<file path="config.mk">
export PLATFORM = sky130hd
export DESIGN_NAME = request_admission_quota_control
export DESIGN_NICKNAME = d
export VERILOG_FILES = /design/src/design/rqc_pkg.sv /design/src/design/rqc_ctrl.sv /design/src/design/rqc_datapath.sv /design/src/design/request_admission_quota_control.sv
export SDC_FILE = /design/constraint.sdc
export NUM_CORES = 1
export LEC_CHECK = 0
export BUFFER_PORTS_ARGS = -buffer_cell sky130_fd_sc_hd__buf_2
export CAP_MARGIN = 20
export CORE_MARGIN = 2
export CORE_UTILIZATION = 48
export DETAILED_ROUTE_END_ITERATION = 6
export PLACE_DENSITY_LB_ADDON = 0.15
export SLEW_MARGIN = 20
export SYNTH_ARGS = -nofsm -noshare
export SYNTH_HDL_FRONTEND = slang
export SYNTH_HIERARCHICAL = 1
export SYNTH_SLANG_ARGS = --single-unit
</file>
<file path="constraint.sdc">
create_clock -name i_clk -period 10.9 [get_ports i_clk]
set_input_delay 2.18 -clock i_clk [delete_from_list [all_inputs] [get_ports i_clk]]
set_output_delay 2.18 -clock i_clk [all_outputs]
set_load 0.01 [all_outputs]
</file>
<file path="src/design/rqc_pkg.sv">
// Shared types and constants for the request admission quota control block.
// Holds the field widths, status and register codes, the controller state
// type and the command and status structs used by rqc_ctrl and rqc_datapath.
package rqc_pkg;

    localparam int ID_W       = 4;
    localparam int ID_NUM     = 2 ** ID_W;
    localparam int STATUS_W   = 3;
    localparam int CNT_W      = 8;
    localparam int TOT_W      = 9;
    localparam int REJ_W      = 32;
    localparam int ACT_W      = 5;
    localparam int CFG_IDX_W  = 2;
    localparam int CFG_DATA_W = 9;

    localparam int DEF_NUM_OWNERS       = 16;
    localparam int DEF_NUM_SESSIONS     = 16;
    localparam int DEF_TAGS_PER_SESSION = 16;

    localparam logic [CNT_W-1:0] RST_OWNER_READ_LIMIT  = CNT_W'(4);
    localparam logic [CNT_W-1:0] RST_OWNER_WRITE_LIMIT = CNT_W'(2);
    localparam logic [TOT_W-1:0] RST_GLOBAL_READ_LIMIT  = TOT_W'(64);
    localparam logic [TOT_W-1:0] RST_GLOBAL_WRITE_LIMIT = TOT_W'(16);

    typedef enum logic [STATUS_W-1:0] {
        ST_ADMITTED      = 3'd0,
        ST_DUPLICATE     = 3'd1,
        ST_OWNER_LIMIT   = 3'd2,
        ST_GLOBAL_LIMIT  = 3'd3,
        ST_RELEASED      = 3'd4,
        ST_NOT_IN_FLIGHT = 3'd5
    } t_status;

    typedef enum logic [CFG_IDX_W-1:0] {
        CFG_OWNER_READ_LIMIT   = 2'd0,
        CFG_OWNER_WRITE_LIMIT  = 2'd1,
        CFG_GLOBAL_READ_LIMIT  = 2'd2,
        CFG_GLOBAL_WRITE_LIMIT = 2'd3
    } t_cfg_reg;

    typedef enum logic [1:0] {
        S_CLEAR,
        S_IDLE,
        S_EXEC
    } t_state;

    typedef struct packed {
        logic [CNT_W-1:0] writes;
        logic [CNT_W-1:0] reads;
    } t_owner_cnt;

    typedef struct packed {
        logic clear;
        logic load;
        logic exec;
    } t_cmd;

    typedef struct packed {
        logic clear_last;
    } t_sts;

endpackage

</file>
<file path="src/design/rqc_ctrl.sv">
// Controller for the request admission quota control block.
// Sequences the clearing pass after reset and each accept-and-update request.
// Depends on rqc_pkg.
module rqc_ctrl import rqc_pkg::*; (
    input  logic   i_clk,
    input  logic   i_rst_n,
    input  logic   i_start,
    input  t_sts   i_sts,
    output t_cmd   o_cmd,
    output logic   o_busy,
    output logic   o_valid
);

    t_state r_state;
    t_state n_state;
    logic   r_valid;
    logic   n_valid;

    always_ff @(posedge i_clk) begin
        if (!i_rst_n) begin
            r_state <= S_CLEAR;
            r_valid <= 1'b0;
        end else begin
            r_state <= n_state;
            r_valid <= n_valid;
        end
    end

    always_comb begin
        n_state = r_state;
        case (r_state)
            S_CLEAR: begin
                if (i_sts.clear_last) begin
                    n_state = S_IDLE;
                end
            end
            S_IDLE: begin
                if (i_start) begin
                    n_state = S_EXEC;
                end
            end
            S_EXEC: begin
                n_state = S_IDLE;
            end
            default: begin
                n_state = S_CLEAR;
            end
        endcase
    end

    always_comb begin
        o_cmd.clear = 1'b0;
        o_cmd.load  = 1'b0;
        o_cmd.exec  = 1'b0;
        o_busy      = 1'b1;
        n_valid     = 1'b0;
        case (r_state)
            S_CLEAR: begin
                o_cmd.clear = 1'b1;
            end
            S_IDLE: begin
                o_busy     = 1'b0;
                o_cmd.load = i_start;
            end
            S_EXEC: begin
                o_cmd.exec = 1'b1;
                n_valid    = 1'b1;
            end
            default: begin
                o_busy = 1'b1;
            end
        endcase
    end

    assign o_valid = r_valid;

    // Every update cycle produces exactly one result strobe right after it.
    a_exec_strobe: assert property (@(posedge i_clk) disable iff (!i_rst_n)
        r_state == S_EXEC |=> r_valid)
        else $error("update cycle not followed by a result strobe");

    a_strobe_idle: assert property (@(posedge i_clk) disable iff (!i_rst_n)
        r_valid |-> r_state == S_IDLE)
        else $error("result strobe outside the idle state");

    a_accept_exec: assert property (@(posedge i_clk) disable iff (!i_rst_n)
        (r_state == S_IDLE && i_start) |=> r_state == S_EXEC)
        else $error("accepted request did not enter the update cycle");

endmodule

</file>
<file path="src/design/rqc_datapath.sv">
// Datapath for the request admission quota control block: limit registers,
// count and tag memories, quota checks, totals, peaks and reject counters.
// Depends on rqc_pkg; driven by commands from rqc_ctrl.
module rqc_datapath import rqc_pkg::*; #(
    parameter int NUM_OWNERS       = DEF_NUM_OWNERS,
    parameter int NUM_SESSIONS     = DEF_NUM_SESSIONS,
    parameter int TAGS_PER_SESSION = DEF_TAGS_PER_SESSION
) (
    input  logic                  i_clk,
    input  logic                  i_rst_n,
    input  t_cmd                  i_cmd,
    output t_sts                  o_sts,
    input  logic                  i_cfg_we,
    input  logic [CFG_IDX_W-1:0]  i_cfg_idx,
    input  logic [CFG_DATA_W-1:0] i_cfg_data,
    input  logic                  i_func,
    input  logic                  i_kind,
    input  logic [ID_W-1:0]       i_owner_id,
    input  logic [ID_W-1:0]       i_session_id,
    input  logic [ID_W-1:0]       i_request_tag,
    output logic [STATUS_W-1:0]   o_status,
    output logic [CNT_W-1:0]      o_owner_outstanding,
    output logic [TOT_W-1:0]      o_global_reads_now,
    output logic [TOT_W-1:0]      o_global_writes_now,
    output logic [TOT_W-1:0]      o_read_peak,
    output logic [TOT_W-1:0]      o_write_peak,
    output logic [REJ_W-1:0]      o_owner_reject_total,
    output logic [REJ_W-1:0]      o_global_reject_total,
    output logic [ACT_W-1:0]      o_active_owner_count,
    output logic [ACT_W-1:0]      o_active_session_count
);

    localparam int OW        = (NUM_OWNERS > 1) ? $clog2(NUM_OWNERS) : 1;
    localparam int SSW       = (NUM_SESSIONS > 1) ? $clog2(NUM_SESSIONS) : 1;
    localparam int TW        = (TAGS_PER_SESSION > 1) ? $clog2(TAGS_PER_SESSION) : 1;
    localparam int SLOTS     = NUM_SESSIONS * TAGS_PER_SESSION;
    localparam int SW        = (SLOTS > 1) ? $clog2(SLOTS) : 1;
    localparam int CLR_DEPTH = (NUM_OWNERS > SLOTS) ? NUM_OWNERS : SLOTS;
    localparam int CW        = (CLR_DEPTH > 1) ? $clog2(CLR_DEPTH) : 1;
    localparam int SCW       = $clog2(TAGS_PER_SESSION + 1);
    localparam int BOW       = $clog2(NUM_OWNERS + 1);
    localparam int BSW       = $clog2(NUM_SESSIONS + 1);

    // Field values beyond the configured sizes wrap around; these are fixed tables.
    logic [OW-1:0]  owner_map [ID_NUM];
    logic [SSW-1:0] sess_map  [ID_NUM];
    logic [TW-1:0]  tag_map   [ID_NUM];

    for (genvar gi = 0; gi < ID_NUM; gi++) begin : g_map
        assign owner_map[gi] = OW'(gi % NUM_OWNERS);
        assign sess_map[gi]  = SSW'(gi % NUM_SESSIONS);
        assign tag_map[gi]   = TW'(gi % TAGS_PER_SESSION);
    end

    logic [OW-1:0]  a_owner;
    logic [SSW-1:0] a_sess;
    logic [SW-1:0]  a_slot;

    assign a_owner = owner_map[i_owner_id];
    assign a_sess  = sess_map[i_session_id];
    assign a_slot  = SW'(int'(a_sess) * TAGS_PER_SESSION + int'(tag_map[i_request_tag]));

    // Configuration registers.
    logic [CNT_W-1:0] r_owner_rd_lim;
    logic [CNT_W-1:0] r_owner_wr_lim;
    logic [TOT_W-1:0] r_glob_rd_lim;
    logic [TOT_W-1:0] r_glob_wr_lim;

    always_ff @(posedge i_clk) begin
        if (!i_rst_n) begin
            r_owner_rd_lim <= RST_OWNER_READ_LIMIT;
            r_owner_wr_lim <= RST_OWNER_WRITE_LIMIT;
            r_glob_rd_lim  <= RST_GLOBAL_READ_LIMIT;
            r_glob_wr_lim  <= RST_GLOBAL_WRITE_LIMIT;
        end else if (i_cfg_we) begin
            case (t_cfg_reg'(i_cfg_idx))
                CFG_OWNER_READ_LIMIT:   r_owner_rd_lim <= i_cfg_data[CNT_W-1:0];
                CFG_OWNER_WRITE_LIMIT:  r_owner_wr_lim <= i_cfg_data[CNT_W-1:0];
                CFG_GLOBAL_READ_LIMIT:  r_glob_rd_lim  <= i_cfg_data[TOT_W-1:0];
                CFG_GLOBAL_WRITE_LIMIT: r_glob_wr_lim  <= i_cfg_data[TOT_W-1:0];
                default: begin
                end
            endcase
        end
    end

    // Clearing sweep after reset.
    logic [CW-1:0] r_clr_cnt;
    logic          clr_owner;
    logic          clr_sess;
    logic          clr_slot;

    always_ff @(posedge i_clk) begin
        if (!i_rst_n) begin
            r_clr_cnt <= '0;
        end else if (i_cmd.clear) begin
            r_clr_cnt <= r_clr_cnt + CW'(1);
        end
    end

    assign o_sts.clear_last = (r_clr_cnt == CW'(CLR_DEPTH - 1));
    assign clr_owner = i_cmd.clear && (int'(r_clr_cnt) < NUM_OWNERS);
    assign clr_sess  = i_cmd.clear && (int'(r_clr_cnt) < NUM_SESSIONS);
    assign clr_slot  = i_cmd.clear && (int'(r_clr_cnt) < SLOTS);

    // Request captured at acceptance.
    logic          r_func;
    logic          r_kind;
    logic [OW-1:0]  r_owner;
    logic [SSW-1:0] r_sess;
    logic [SW-1:0]  r_slot;

    always_ff @(posedge i_clk) begin
        if (i_cmd.load) begin
            r_func  <= i_func;
            r_kind  <= i_kind;
            r_owner <= a_owner;
            r_sess  <= a_sess;
            r_slot  <= a_slot;
        end
    end

    // Memories: read at acceptance, written back in the update cycle.
    t_owner_cnt     owner_mem [NUM_OWNERS];
    logic           tag_mem   [SLOTS];
    logic [SCW-1:0] sess_mem  [NUM_SESSIONS];

    t_owner_cnt     r_owner_rd;
    logic           r_tag_rd;
    logic [SCW-1:0] r_sess_rd;

    logic           owner_we;
    logic [OW-1:0]  owner_wa;
    t_owner_cnt     owner_wd;
    logic           tag_we;
    logic [SW-1:0]  tag_wa;
    logic           tag_wd;
    logic           sess_we;
    logic [SSW-1:0] sess_wa;
    logic [SCW-1:0] sess_wd;

    always_ff @(posedge i_clk) begin
        if (owner_we) begin
            owner_mem[owner_wa] <= owner_wd;
        end
        if (i_cmd.load) begin
            r_owner_rd <= owner_mem[a_owner];
        end
    end

    always_ff @(posedge i_clk) begin
        if (tag_we) begin
            tag_mem[tag_wa] <= tag_wd;
        end
        if (i_cmd.load) begin
            r_tag_rd <= tag_mem[a_slot];
        end
    end

    always_ff @(posedge i_clk) begin
        if (sess_we) begin
            sess_mem[sess_wa] <= sess_wd;
        end
        if (i_cmd.load) begin
            r_sess_rd <= sess_mem[a_sess];
        end
    end

    // Scalar state.
    logic [TOT_W-1:0] r_tot_rd;
    logic [TOT_W-1:0] r_tot_wr;
    logic [TOT_W-1:0] r_rd_peak;
    logic [TOT_W-1:0] r_wr_peak;
    logic [REJ_W-1:0] r_owner_rej;
    logic [REJ_W-1:0] r_glob_rej;
    logic [BOW-1:0]   r_busy_owners;
    logic [BSW-1:0]   r_busy_sess;
    t_status          r_status;
    logic [CNT_W-1:0] r_owner_out;

    logic [TOT_W-1:0] n_tot_rd;
    logic [TOT_W-1:0] n_tot_wr;
    logic [TOT_W-1:0] n_rd_peak;
    logic [TOT_W-1:0] n_wr_peak;
    logic [REJ_W-1:0] n_owner_rej;
    logic [REJ_W-1:0] n_glob_rej;
    logic [BOW-1:0]   n_busy_owners;
    logic [BSW-1:0]   n_busy_sess;
    t_status          n_status;
    logic [CNT_W-1:0] n_cnt;
    t_owner_cnt       n_owner;
    logic [SCW-1:0]   n_sess;

    logic [CNT_W-1:0] ocount;
    logic [CNT_W-1:0] olimit;
    logic [TOT_W-1:0] gcount;
    logic [TOT_W-1:0] glimit;
    logic [TOT_W-1:0] n_gcnt;
    logic             admit;
    logic             rel;
    logic             was_busy;
    logic             now_busy;

    always_comb begin
        ocount = r_kind ? r_owner_rd.writes : r_owner_rd.reads;
        olimit = r_kind ? r_owner_wr_lim : r_owner_rd_lim;
        gcount = r_kind ? r_tot_wr : r_tot_rd;
        glimit = r_kind ? r_glob_wr_lim : r_glob_rd_lim;

        // Admit checks run in priority order: duplicate, owner quota, global quota.
        if (!r_func) begin
            if (r_tag_rd) begin
                n_status = ST_DUPLICATE;
            end else if (ocount >= olimit) begin
                n_status = ST_OWNER_LIMIT;
            end else if (gcount >= glimit) begin
                n_status = ST_GLOBAL_LIMIT;
            end else begin
                n_status = ST_ADMITTED;
            end
        end else if (!r_tag_rd) begin
            n_status = ST_NOT_IN_FLIGHT;
        end else begin
            n_status = ST_RELEASED;
        end

        admit = (n_status == ST_ADMITTED);
        rel   = (n_status == ST_RELEASED);

        // A release trusts the given owner and kind, so counts floor at zero.
        if (admit) begin
            n_cnt  = ocount + CNT_W'(1);
            n_gcnt = gcount + TOT_W'(1);
            n_sess = r_sess_rd + SCW'(1);
        end else if (rel) begin
            n_cnt  = (ocount == '0) ? '0 : ocount - CNT_W'(1);
            n_gcnt = (gcount == '0) ? '0 : gcount - TOT_W'(1);
            n_sess = (r_sess_rd == '0) ? '0 : r_sess_rd - SCW'(1);
        end else begin
            n_cnt  = ocount;
            n_gcnt = gcount;
            n_sess = r_sess_rd;
        end

        n_owner = r_owner_rd;
        if (r_kind) begin
            n_owner.writes = n_cnt;
        end else begin
            n_owner.reads = n_cnt;
        end

        n_tot_rd  = r_kind ? r_tot_rd : n_gcnt;
        n_tot_wr  = r_kind ? n_gcnt : r_tot_wr;
        n_rd_peak = (n_tot_rd > r_rd_peak) ? n_tot_rd : r_rd_peak;
        n_wr_peak = (n_tot_wr > r_wr_peak) ? n_tot_wr : r_wr_peak;

        n_owner_rej = r_owner_rej;
        if (n_status == ST_OWNER_LIMIT && r_owner_rej != '1) begin
            n_owner_rej = r_owner_rej + REJ_W'(1);
        end
        n_glob_rej = r_glob_rej;
        if (n_status == ST_GLOBAL_LIMIT && r_glob_rej != '1) begin
            n_glob_rej = r_glob_rej + REJ_W'(1);
        end

        n_busy_sess = r_busy_sess;
        if (admit && r_sess_rd == '0) begin
            n_busy_sess = r_busy_sess + BSW'(1);
        end else if (rel && n_sess == '0 && r_busy_sess != '0) begin
            n_busy_sess = r_busy_sess - BSW'(1);
        end

        was_busy = (r_owner_rd != '0);
        now_busy = (n_owner != '0);
        n_busy_owners = r_busy_owners;
        if (now_busy && !was_busy) begin
            n_busy_owners = r_busy_owners + BOW'(1);
        end else if (!now_busy && was_busy && r_busy_owners != '0) begin
            n_busy_owners = r_busy_owners - BOW'(1);
        end
    end

    always_comb begin
        owner_we = clr_owner || (i_cmd.exec && (admit || rel));
        owner_wa = i_cmd.clear ? r_clr_cnt[OW-1:0] : r_owner;
        owner_wd = i_cmd.clear ? '0 : n_owner;
        tag_we   = clr_slot || (i_cmd.exec && (admit || rel));
        tag_wa   = i_cmd.clear ? r_clr_cnt[SW-1:0] : r_slot;
        tag_wd   = i_cmd.clear ? 1'b0 : admit;
        sess_we  = clr_sess || (i_cmd.exec && (admit || rel));
        sess_wa  = i_cmd.clear ? r_clr_cnt[SSW-1:0] : r_sess;
        sess_wd  = i_cmd.clear ? '0 : n_sess;
    end

    always_ff @(posedge i_clk) begin
        if (!i_rst_n) begin
            r_tot_rd      <= '0;
            r_tot_wr      <= '0;
            r_rd_peak     <= '0;
            r_wr_peak     <= '0;
            r_owner_rej   <= '0;
            r_glob_rej    <= '0;
            r_busy_owners <= '0;
            r_busy_sess   <= '0;
        end else if (i_cmd.exec) begin
            r_tot_rd      <= n_tot_rd;
            r_tot_wr      <= n_tot_wr;
            r_rd_peak     <= n_rd_peak;
            r_wr_peak     <= n_wr_peak;
            r_owner_rej   <= n_owner_rej;
            r_glob_rej    <= n_glob_rej;
            r_busy_owners <= n_busy_owners;
            r_busy_sess   <= n_busy_sess;
        end
    end

    always_ff @(posedge i_clk) begin
        if (i_cmd.exec) begin
            r_status    <= n_status;
            r_owner_out <= n_cnt;
        end
    end

    assign o_status               = r_status;
    assign o_owner_outstanding    = r_owner_out;
    assign o_global_reads_now     = r_tot_rd;
    assign o_global_writes_now    = r_tot_wr;
    assign o_read_peak            = r_rd_peak;
    assign o_write_peak           = r_wr_peak;
    assign o_owner_reject_total   = r_owner_rej;
    assign o_global_reject_total  = r_glob_rej;
    assign o_active_owner_count   = ACT_W'(r_busy_owners);
    assign o_active_session_count = ACT_W'(r_busy_sess);

    // The high-water marks must always cover the live totals.
    a_rd_peak: assert property (@(posedge i_clk) disable iff (!i_rst_n)
        r_tot_rd <= r_rd_peak)
        else $error("read total above its high-water mark");

    a_wr_peak: assert property (@(posedge i_clk) disable iff (!i_rst_n)
        r_tot_wr <= r_wr_peak)
        else $error("write total above its high-water mark");

    a_rej_mono: assert property (@(posedge i_clk) disable iff (!i_rst_n)
        $past(i_rst_n) |-> r_owner_rej >= $past(r_owner_rej))
        else $error("owner reject counter went backward");

endmodule

</file>
<file path="src/design/request_admission_quota_control.sv">
// Request admission quota control: admits and releases read and write requests
// against per-owner and global outstanding limits, tracking in-flight tags.
// Depends on rqc_pkg, rqc_ctrl and rqc_datapath.
//
// Usage: a request (func, kind, owner, session, tag) is taken at a rising edge
// where start is high and busy is low. Busy then stays high for one update
// cycle, in which the tag, owner count and session count memories read at
// acceptance are checked and written back. The result is registered at the
// end of that update cycle and appears on the output ports with o_valid high
// for exactly one cycle; it must be taken then, as there is no back-pressure.
// A new request can be taken in the same cycle the result is shown, but not
// while busy is high, as each request reads the state memories at acceptance
// and writes them back in the update cycle.
// Limit registers are written through i_cfg_we, i_cfg_idx and i_cfg_data at
// any edge, without wait; index 0..3 selects owner read, owner write, global
// read and global write limit.
// After reset the block runs a clearing pass over every entry of its memories,
// during which busy is high and no request is taken.
module request_admission_quota_control import rqc_pkg::*; #(
    parameter int NUM_OWNERS       = DEF_NUM_OWNERS,
    parameter int NUM_SESSIONS     = DEF_NUM_SESSIONS,
    parameter int TAGS_PER_SESSION = DEF_TAGS_PER_SESSION
) (
    input  logic                  i_clk,
    input  logic                  i_rst_n,
    input  logic                  start,
    output logic                  busy,
    output logic                  o_valid,
    input  logic                  i_cfg_we,
    input  logic [CFG_IDX_W-1:0]  i_cfg_idx,
    input  logic [CFG_DATA_W-1:0] i_cfg_data,
    input  logic                  i_func,
    input  logic                  i_kind,
    input  logic [ID_W-1:0]       i_owner_id,
    input  logic [ID_W-1:0]       i_session_id,
    input  logic [ID_W-1:0]       i_request_tag,
    output logic [STATUS_W-1:0]   o_status,
    output logic [CNT_W-1:0]      o_owner_outstanding,
    output logic [TOT_W-1:0]      o_global_reads_now,
    output logic [TOT_W-1:0]      o_global_writes_now,
    output logic [TOT_W-1:0]      o_read_peak,
    output logic [TOT_W-1:0]      o_write_peak,
    output logic [REJ_W-1:0]      o_owner_reject_total,
    output logic [REJ_W-1:0]      o_global_reject_total,
    output logic [ACT_W-1:0]      o_active_owner_count,
    output logic [ACT_W-1:0]      o_active_session_count
);

    t_cmd cmd;
    t_sts sts;

    rqc_ctrl u_ctrl (
        .i_clk   (i_clk),
        .i_rst_n (i_rst_n),
        .i_start (start),
        .i_sts   (sts),
        .o_cmd   (cmd),
        .o_busy  (busy),
        .o_valid (o_valid)
    );

    rqc_datapath #(
        .NUM_OWNERS       (NUM_OWNERS),
        .NUM_SESSIONS     (NUM_SESSIONS),
        .TAGS_PER_SESSION (TAGS_PER_SESSION)
    ) u_datapath (
        .i_clk                  (i_clk),
        .i_rst_n                (i_rst_n),
        .i_cmd                  (cmd),
        .o_sts                  (sts),
        .i_cfg_we               (i_cfg_we),
        .i_cfg_idx              (i_cfg_idx),
        .i_cfg_data             (i_cfg_data),
        .i_func                 (i_func),
        .i_kind                 (i_kind),
        .i_owner_id             (i_owner_id),
        .i_session_id           (i_session_id),
        .i_request_tag          (i_request_tag),
        .o_status               (o_status),
        .o_owner_outstanding    (o_owner_outstanding),
        .o_global_reads_now     (o_global_reads_now),
        .o_global_writes_now    (o_global_writes_now),
        .o_read_peak            (o_read_peak),
        .o_write_peak           (o_write_peak),
        .o_owner_reject_total   (o_owner_reject_total),
        .o_global_reject_total  (o_global_reject_total),
        .o_active_owner_count   (o_active_owner_count),
        .o_active_session_count (o_active_session_count)
    );

endmodule

</file>
Word-level counts from Yosys, hierarchy flattened
Memories as Yosys holds them, arrays and structs flattened. A register that Yosys moved wholly into a read port is not among the register bits.
Cells that the tools add are included.
{"block": "totals", "latch_bits": 0, "input_bits": 29, "ram_bits": 592, "memories": 6, "reg_bits": 184, "out_inout_bits": 123, "romBits": 192}
{"block": "op_classes", "n_mul": 0, "muxes": 49, "n_eq_ne": 13, "n_reduce_logical": 39, "n_bitwise": 3, "n_lt_le_gt_ge": 8, "add_sub_neg": 14, "n_div": 0, "n_shift": 0}
{"name": "u_datapath.owner_mem", "depth": 16, "width": 16, "rd": 1, "rd_clocked_by_memory_dff": 1, "write_ports": 1, "line_no": "rqc_datapath.sv:124", "source": "t_owner_cnt owner_mem [NUM_OWNERS];"}
{"name": "u_datapath.tag_mem", "depth": 256, "width": 1, "rd": 1, "rd_clocked_by_memory_dff": 1, "write_ports": 1, "line_no": "rqc_datapath.sv:125", "source": "logic tag_mem [SLOTS];"}
{"name": "u_datapath.sess_mem", "depth": 16, "width": 5, "rd": 1, "rd_clocked_by_memory_dff": 1, "write_ports": 1, "line_no": "rqc_datapath.sv:126", "source": "logic [SCW-1:0] sess_mem [NUM_SESSIONS];"}
{"name": "(no name shown)", "depth": 16, "width": 4, "rd": 1, "rd_clocked_by_memory_dff": 0, "write_ports": 0, "line_no": "rqc_datapath.sv:59", "source": "assign a_owner = owner_map[i_owner_id];"}
{"name": "(no name shown)", "depth": 16, "width": 4, "rd": 1, "rd_clocked_by_memory_dff": 0, "write_ports": 0, "line_no": "rqc_datapath.sv:60", "source": "assign a_sess = sess_map[i_session_id];"}
{"name": "(no name shown)", "depth": 16, "width": 4, "rd": 1, "rd_clocked_by_memory_dff": 0, "write_ports": 0, "line_no": "rqc_datapath.sv:61", "source": "assign a_slot = SW'(int'(a_sess) * TAGS_PER_SESSION + int'(tag_map[i_request_tag]));"}
{"op": "adder 32 x 1 -> 32 bit, second input constant", "n": 2}
{"op": "2-to-1 mux 8 bit", "n": 8}
{"op": "!= test 32 bit, second input constant", "n": 2}
{"op": "2-to-1 mux 9 bit", "n": 7}
{"op": "2-to-1 mux 5 bit", "n": 8}
{"op": "2-to-1 mux 4 bit", "n": 8}
{"op": "nonzero test 16 bit", "n": 2}
{"op": "AND reduction 2 bit", "n": 11}
{"op": "> comparator 9 bit", "n": 2}
{"op": "adder 8 x 1 -> 8 bit, second input constant", "n": 2}
{"op": "2-to-1 mux 16 bit", "n": 1}
{"op": "adder 5 x 1 -> 5 bit, second input constant", "n": 3}
{"op": ">= comparator 5 bit, second input constant", "n": 3}
{"op": "inverter 4 -> 5 bit", "n": 3}
{"op": "subtractor 5 x 1 -> 5 bit, second input constant", "n": 3}
{"op": "logical AND 1 bit", "n": 10}
{"op": "zero test 5 bit", "n": 2}
{"op": "2-to-1 mux 1 bit", "n": 10}
{"op": "nonzero test 5 bit", "n": 2}
{"op": "adder 9 x 1 -> 9 bit, second input constant", "n": 1}
{"op": ">= comparator 9 bit", "n": 1}
{"op": "zero test 9 bit", "n": 1}
{"op": "2-to-1 mux 3 bit", "n": 3}
{"op": "subtractor 9 x 1 -> 9 bit, second input constant", "n": 1}
{"op": "18 further kinds", "n": 30}

Longest topological paths before layout
Gate-level depths: netlist of the first run.
{"block": "logic_depth", "word_depth": 16, "ltp_mapped": 30}

Hierarchy
Netlist of the first run, hierarchy kept.
{"mod": "rqc_datapath", "cells_each": 2518, "seq_area_each_um2": 22231.3, "area_per_inst_um2": 34983.6, "instances": 1}
{"mod": "rqc_ctrl", "cells_each": 14, "seq_area_each_um2": 60.1, "area_per_inst_um2": 137.6, "instances": 1}

Worst setup path before layout of the first run
Ideal clock, no wire load.
{"block": "synth_path", "path_kind": "register -> register", "startpoint": "register u_datapath.r_kind", "endpoint": "memory u_datapath.tag_mem[0] (data pin)", "setup_ps": 1393, "slack_ps": -343, "arrival_time_ps": 9850, "path_stages_with_launch": 16, "cell_sequence": "edfxtp_1 > buf_2 > buf_2 > clkbuf_1 > buf_1 > clkbuf_1 > buf_1 > mux2i_1 > ha_1 > or4_1 > a21oi_2 > o31a_4 > nand3_4 > buf_2 > buf_1 > nor2_1"}
{"block": "synth_between", "elab_chain_cells": 8, "word_cells_on_any_way": 12, "classes_between": "2 x order compare; 9 x mux; 1 x reduce/logical"}
{"item": "start, declared", "line_no": "rqc_datapath.sv:108", "source": "logic r_kind;"}
{"item": "start signal, assigned", "line_no": "rqc_datapath.sv:116", "source": "r_kind <= i_kind;"}
{"item": "2-to-1 mux 9 bit (on tied branches)", "line_no": "rqc_datapath.sv:207, rqc_datapath.sv:208"}
{"item": ">= comparator 9 bit", "line_no": "rqc_datapath.sv:216", "source": "end else if (gcount >= glimit) begin"}
{"item": "2-to-1 mux 2 bit", "line_no": "rqc_datapath.sv:216"}
{"item": "2-to-1 mux 3 bit *", "line_no": "rqc_datapath.sv:214", "source": "end else if (ocount >= olimit) begin"}
{"item": "2-to-1 mux 3 bit *", "line_no": "rqc_datapath.sv:212", "source": "if (r_tag_rd) begin"}
{"item": "2-to-1 mux 3 bit *", "line_no": "rqc_datapath.sv:211", "source": "if (!r_func) begin"}
{"item": "zero test 3 bit *", "line_no": "rqc_datapath.sv:227", "source": "admit = (n_status == ST_ADMITTED);"}
{"item": "2-to-1 mux 1 bit *", "line_no": "rqc_datapath.sv:289", "source": "tag_wd = i_cmd.clear ? 1'b0 : admit;"}
{"item": "via u_datapath.tag_wd", "line_no": "rqc_datapath.sv:137", "source": "logic tag_wd;"}
{"item": "end, declared", "line_no": "rqc_datapath.sv:125"}
The timed path passes the listed nets; every way through them passes the cells marked *.

Final worst setup path of the first run
{"block": "layout_path", "startpoint": "register u_datapath.r_kind", "endpoint": "register u_datapath.r_rd_peak[2] (netlist: u_datapath/o_read_peak[2])"}
{"block": "layout_between", "elab_chain_cells": 12, "word_cells_on_any_way": 21, "classes_between": "2 x add/sub; 3 x order compare; 1 x eq/ne; 12 x mux; 3 x reduce/logical"}
{"item": "2-to-1 mux 9 bit (on tied branches)", "line_no": "rqc_datapath.sv:207, rqc_datapath.sv:208"}
{"item": ">= comparator 9 bit", "line_no": "rqc_datapath.sv:216"}
{"item": "2-to-1 mux 2 bit", "line_no": "rqc_datapath.sv:216"}
{"item": "2-to-1 mux 3 bit", "line_no": "rqc_datapath.sv:214"}
{"item": "2-to-1 mux 3 bit", "line_no": "rqc_datapath.sv:212"}
{"item": "2-to-1 mux 3 bit", "line_no": "rqc_datapath.sv:211"}
{"item": "== test 3 bit", "line_no": "rqc_datapath.sv:228", "source": "rel = (n_status == ST_RELEASED);"}
{"item": "2-to-1 mux 9 bit", "line_no": "rqc_datapath.sv:235", "source": "end else if (rel) begin"}
{"item": "2-to-1 mux 9 bit", "line_no": "rqc_datapath.sv:231", "source": "if (admit) begin"}
{"item": "2-to-1 mux 9 bit *", "line_no": "rqc_datapath.sv:252", "source": "n_tot_rd = r_kind ? r_tot_rd : n_gcnt;"}
{"item": "via u_datapath.n_tot_rd[1]", "line_no": "rqc_datapath.sv:181", "source": "logic [TOT_W-1:0] n_tot_rd;"}
{"item": "> comparator 9 bit *", "line_no": "rqc_datapath.sv:254", "source": "n_rd_peak = (n_tot_rd > r_rd_peak) ? n_tot_rd : r_rd_peak;"}
{"item": "AND reduction 2 bit (no line) *"}
{"item": "end signal, assigned", "line_no": "rqc_datapath.sv:308", "source": "r_rd_peak <= n_rd_peak;"}
{"item": "end, declared", "line_no": "rqc_datapath.sv:172", "source": "logic [TOT_W-1:0] r_rd_peak;"}
Marked as above.
A chain may end at the register's enable or synchronous reset.

==> flow_summary_export.csv, run 1 <==
group,metric,value,unit
hold_path,hp-start,"u_datapath/r_owner_wr_lim[4]",
job,cap_violations,0,
final_layout,final_common_cell,"edfxtp_1",
critical_path,critical_path.startpoint,"u_datapath/r_kind",
placement,place_congestion,0.888,
die,boundaryPins,152,
pwr,totalPowerFinal,6.38,mW
synthesis,synth_seq_cells,794,
die,die_w,274,um
die,core,0.0727,mm^2
pwr,p_leak,13.0,nW
timing,rsz0062_at_grt,"false",
critical_path,endpoint_kind,"flip-flop",
synthesis,synthCells,2532,
routing,routedWlPerCell,22.9,um
status,outcome,"complete, no violations",
routing,via_count,21600,
clock_tree,post_cts_buffers,0,
critical_path,start_kind,"flip-flop",
routing,drc,0,
placement,dp_hpwl,51500,um
synthesis,ys_types,79,
critical_path,critPathRequiredTime,11.39,ns
timing,hold_viol_final,0,
grt,antenna_found_initial,2,
clock_tree,clock_sinks,794,
die,dieHeight,274,um
die,dieArea,0.0753,mm^2
synthesis,yosys_warnings,6,
synthesis,synth_edf_count,639,
synthesis,synth_seq_area_share,63.5,%
synthesis,synth_nets,2614,
clock_tree,cts.htree.levels,3,
clock_tree,clk_pin_slew,0.06,ns
timing,tns,0,ns
clock_tree,cts_made_buffers,86,
timing,slew_headroom,25.3,%
grt,grt_pass1_vias,21400,
hold_path,holdPathStages,2,
final_layout,drive_gt1_share,21.3,%
final_layout,final_cell_mix,"edfxtp_1, nor2_1, mux4_2, nand2_1, dfxtp_1",
clock_tree,clk_latency,0.64,ns
final_layout,area_growth,13.1,%
synthesis,synthArstFlopShare,0,%
clock_tree,cts_tree,"done",
synthesis,syn_avg_cell_area,13.9,um^2
clock_tree,holdBufCountCts,0,
routing,postRouteWirelength,84700,um
grt,grtUsageTotal,22.6,%
grt,gr-total-overflow,0,
die,rows,99,
routing,drt-initial-drc-count,2063,
clock_tree,cts.repair.resized,0,
critical_path,rr_startpoint,"u_datapath/r_kind",
die,start_util,48.3,%
grt,grt_pass1_wl,128000,um
timing,fmax,162,MHz
critical_path,rr_worst_depth,24,
clock_tree,cts_root_buf,"clkbuf_16",
final_layout,num_antenna_cells,0,
timing,fin_skew,0.0264,ns
synthesis,netlist_area,0.0351,mm^2
critical_path,crit_type,"flip-flop to flip-flop",
placement,numPortBuffers,151,
timing,post-route-period-util,56.6,%
synthesis,synthFlopType,"edfxtp_1",
clock_tree,clk_path_buf_depth,3,
hold_path,hold_class,"flip-flop to flip-flop",
critical_path,worst_ep_arrival_time,6.66,ns
critical_path,crit_path_max_fanout,48,
final_layout,fin_nets,2755,
grt,grt_start_max_net_pins,138,
routing,ant_nets,0,
pwr,peakVddDrop,106,uV
timing,maxSlewViolCount,0,
timing,timing_worst_slew_pin_value,1.12,ns
routing,first_pass_iters,5,
pwr,power.density,161,mW/mm^2
timing,post-route-min-period,6.17,ns
routing,viasPerCell,5.84,
timing,setup_viol,0,
## critical path, cell delays in order (launching register included)
cell and delay [ns]:
edfxtp_1 0.32, buf_4 0.47, buf_4 0.58, mux2i_1 0.55, inv_1 0.12, ha_1 0.33, o21ai_1 0.12, a21oi_1 0.07
o31ai_4 0.32, and3_1 0.35, nor3_1 0.09, a21oi_1 0.13, o21ai_0 0.15, mux2_2 0.33, ha_1 0.29, nor2b_1 0.13
o21a_1 0.16, o21a_1 0.16, o21a_1 0.15, o21ai_0 0.15, nand2b_1 0.07, a21oi_1 0.13, o21a_1 0.50, mux2i_1 0.26
nor2_1 0.05
## sequential cells by signal (all words and copies together) (netlist names), 4 cells and up
signal	flops
u_datapath/r_owner_rd	16
u_datapath/o_read_peak	9
u_datapath/r_clr_cnt	8
u_datapath/r_slot	4
u_datapath/r_glob_wr_lim	9
u_datapath/o_active_session_count	5
u_datapath/o_active_owner_count	5
u_datapath/r_glob_rd_lim	9
u_datapath/owner_mem	256
u_datapath/o_global_reject_total	32
u_datapath/tag_mem	256
u_datapath/o_owner_outstanding	8
u_datapath/r_sess	4
u_datapath/o_write_peak	9
u_datapath/r_owner_wr_lim	8
u_datapath/r_owner	4
u_datapath/r_sess_rd	5
u_datapath/o_global_reads_now	9
u_datapath/o_owner_reject_total	32
u_datapath/r_owner_rd_lim	8
u_datapath/o_global_writes_now	9
u_datapath/sess_mem	80
## per-stage QoR
| stage | cell area [um^2] | instances | hold WS (ns) | worst slack [ns] | utilization (%) |
|---|---|---|---|---|---|
| after global routing | 39700 | 3696 | 0.467 | 4.11 | 54.6 |
| after CTS | 39700 | 3696 | 0.458 | 4.70 | 54.6 |
| after global placement | 36900 | 3544 | 0.445 | 4.77 | 50.8 |
| after detailed placement | 36900 | 3544 | 0.449 | 4.73 | 50.8 |
| after floorplan | 35100 | 2532 | 0.433 | 2.42 | - |
| final | 39700 | 3696 | 0.459 | 4.73 | 54.6 |
## power by group
group	switching (mW)	internal (mW)
Combinational	0.144	0.0929
Clock	1.19	1.67
Sequential	0.0108	3.27
## worst paths after layout
path                                       end  slack (ns)
hold reg to reg   u_datapath/r_owner_wr_lim[4]        0.46
setup reg to reg     u_datapath/o_read_peak[2]        4.73
setup / recovery     u_datapath/o_read_peak[2]        4.73
hold / removal    u_datapath/r_owner_wr_lim[4]        0.46
## synthesized netlist by cell type, drive strengths merged, types with 6 or more instances
master / count / area (um^2)
or3: 27 / 169
o21ai: 53 / 265
and4: 8 / 70.1
mux2: 15 / 169
edfxtp: 639 / 19200
a21oi: 95 / 487
buf: 42 / 183
xor2: 25 / 219
and2: 16 / 100
o21a: 13 / 97.6
or4: 6 / 48.8
inv: 62 / 233
nand4: 34 / 231
nor3b: 9 / 67.6
ha: 51 / 638
mux2i: 78 / 785
clkbuf: 97 / 364
or2: 7 / 43.8
a211oi: 21 / 173
nor2b: 7 / 46.3
mux4: 190 / 4280
nor3: 35 / 175
nand2: 170 / 638
and3: 13 / 81.3
nor2: 473 / 1780
nor4: 13 / 87.6
xnor2: 43 / 377
nand2b: 8 / 50.1
nand3: 48 / 253
o31ai: 7 / 66.3
a21o: 9 / 67.6
dfxtp: 155 / 3100
a31oi: 11 / 68.8
## logic make-up after synthesis
family	count (synthesis)	share of synthesized area, %
and+or+nand+nor	891	11.5
DFF	794	63.5
muxes	283	14.9
AOI/OAI and AO/OA	242	4.33
buffers and inverters	201	2.22
xor gates and xnor gates	68	1.70
adders and majority gates	53	1.93
## area by class of cell
cell class	instances	area, um^2
fillers	5891	33000
clock buffers	105	2290
flip-flops and latches	794	22300
inverters	62	235
clock inverters	47	485
well taps	959	1200
multi-input cells	1537	12100
repair buffers	192	1080
## per-layer routing
| layer | track usage, % | part of all wire [%] | vias up |
|---|---|---|---|
| met3 | 4.01 | 7.2 | 135 |
| met4 | 6.48 | 2.1 | 4 |
| met2 | 36.8 | 48 | 673 |
| met5 | 0 | 0.035 | - |
| li1 | - | - | 9788 |
| met1 | 31.1 | 42 | 11000 |
Note: power is estimated with default switching activity, not from simulation.
==> inputs of run 2 (changes only) <==
==> constraint.sdc (replaced) <==
create_clock -name i_clk -period 5.85 [get_ports i_clk]
set_input_delay 1.17 -clock i_clk [delete_from_list [all_inputs] [get_ports i_clk]]
set_output_delay 1.17 -clock i_clk [all_outputs]
set_load 0.01 [all_outputs]
==> run 2 against run 1 <==
  * Sequential power is 87% higher
  * Final area rose by 0.39%
  * Via count up 1.9%
  * Highest routed layer unchanged
  * Die area stayed put
==> flow_summary_export.csv, run 2 (synthesis gave the netlist of run 1 again) <==
group,metric,value,unit
clock_tree,post_cts_buffers,0,
clock_tree,clk_pin_slew,0.06,ns
die,dieArea,0.0753,mm^2
grt,grt_pass1_wl,129000,um
die,dieHeight,274,um
timing,fin_skew,0.0322,ns
timing,slew_headroom,18.9,%
critical_path,endpoint_kind,"flip-flop",
critical_path,critPathRequiredTime,6.37,ns
pwr,p_leak,13.1,nW
clock_tree,cts_made_buffers,86,
final_layout,fin_nets,2787,
grt,grt_start_max_net_pins,257,
routing,postRouteWirelength,85800,um
final_layout,nFillCells,5872,
die,boundaryPins,152,
final_layout,final_common_cell,"edfxtp_1",
timing,post-route-min-period,5.48,ns
routing,viasPerCell,5.90,
final_layout,num_antenna_cells,0,
grt,antenna_found_initial,3,
routing,first_pass_iters,7,
final_layout,finish.utilization,54.9,%
grt,gr-total-overflow,0,
clock_tree,cts_root_buf,"clkbuf_16",
timing,maxSlewViolCount,0,
job,cap_violations,0,
pwr,peakVddDrop,213,uV
clock_tree,holdBufCountCts,0,
clock_tree,clock_sinks,794,
timing,setup_viol,0,
final_layout,drive_gt1_share,22.0,%
routing,drt-initial-drc-count,2214,
grt,grtUsageTotal,22.8,%
placement,numPortBuffers,151,
timing,hold_viol_final,0,
timing,tns,0,ns
pwr,power.density,293,mW/mm^2
die,die_w,274,um
die,core,0.0727,mm^2
final_layout,largest_registers,"u_datapath/owner_mem (256), u_datapath/tag_mem (256), u_datapath/sess_mem (80)",
placement,dp_hpwl,52600,um
hold_path,hold_class,"flip-flop to flip-flop",
final_layout,area_growth,13.6,%
critical_path,worst_ep_arrival_time,6.00,ns
final_layout,design_area,0.0399,mm^2
critical_path,worst_path_max_delay_cell,"or4_1",
placement,place_area,0.0372,mm^2
critical_path,crit_type,"flip-flop to flip-flop",
routing,drc,0,
critical_path,slowest_delay,0.52,ns
timing,fmax,182,MHz
placement,place_congestion,0.910,
critical_path,crit_path_max_fanout,36,
timing,post-route-period-util,93.8,%
routing,via_count,22000,
clock_tree,clk_latency,0.64,ns
final_layout,final_cell_mix,"edfxtp_1, nor2_1, mux4_2, nand2_1, dfxtp_1",
clock_tree,cts_tree,"done",
grt,grt_pass1_vias,21600,
clock_tree,cts.htree.levels,3,
critical_path,cp_top_family,"compound AO/OA/AOI/OAI gates",
die,rows,99,
die,start_util,48.3,%
critical_path,path_buf_inv,2,
timing,hold_ws,0.459,ns
clock_tree,clk_path_buf_depth,3,
final_layout,final_cells,3733,
timing,timing_worst_slew_pin_value,1.21,ns
critical_path,path_common_cell,"o21a_1",
status,outcome,"complete, no violations",
placement,place_ws,0.302,ns
pwr,totalPowerFinal,11.7,mW
critical_path,start_kind,"flip-flop",
critical_path,crit_chain,"buf_12 -> mux2i_1 -> inv_1 -> ha_1 -> or4_1 -> a21oi_2 -> o31a_4 -> and3_1 -> nor3_1 -> a21oi_1 -> o21ai_0 -> mux2_2 -> ha_1 -> nor2b_1 -> o21a_1 -> o21a_1 -> o21a_1 -> o21ai_0 -> nand2b_1 -> a21oi_1 -> o21a_2 -> nor2_1 -> a211oi_1",
routing,ant_nets,0,
routing,routedWlPerCell,23.0,um
timing,setup_ws,0.366,ns
placement,dp.cells,3576,
timing,rsz0062_at_grt,"false",
clock_tree,cts.repair.resized,0,
[run 2: worst paths after layout]
path / startpoint / to / slack [ns] / depth (start not counted)
worst max-delay path: u_datapath/r_kind / u_datapath/o_read_peak[6] / 0.37 / 23
worst min-delay path: u_datapath/r_glob_rd_lim[3] / u_datapath/r_glob_rd_lim[3] / 0.46 / 2
worst max register to register: u_datapath/r_kind / u_datapath/o_read_peak[6] / 0.37 / 23
worst min register to register: u_datapath/r_glob_rd_lim[3] / u_datapath/r_glob_rd_lim[3] / 0.46 / 2
[run 2: layer usage]
metal,vias to the layer above,global-route usage [%],routed length [um]
met5,-,0,36
met4,6,6.18,2050
met3,145,4.28,6160
met2,765,37.2,41200
met1,11200,31.5,36400
li1,9854,-,-
[run 2: power by group]
part | switching [mW] | total, mW | internal (mW)
Sequential | 0.0198 | 6.12 | 6.10
Combinational | 0.273 | 0.450 | 0.177
Clock | 2.20 | 5.10 | 2.90
Total | 2.49 | 11.7 | 9.18
[run 2: final cells by class]
type	instances	area [um^2]	area share (%)
sequential	794	22300	55.9
multi-input combinational	1537	12100	30.5
clock buffer	117	2340	5.87
timing repair buffer	224	1370	3.44
tap	959	1200	3.01
clock inverter	40	302	0.756
inverter	62	235	0.590
[run 2: tightest hold or removal path, stage by stage, from the launching register on]
cell     delay (ns)
dfxtp_1        0.31
nand2_1        0.05
a21oi_1        0.05
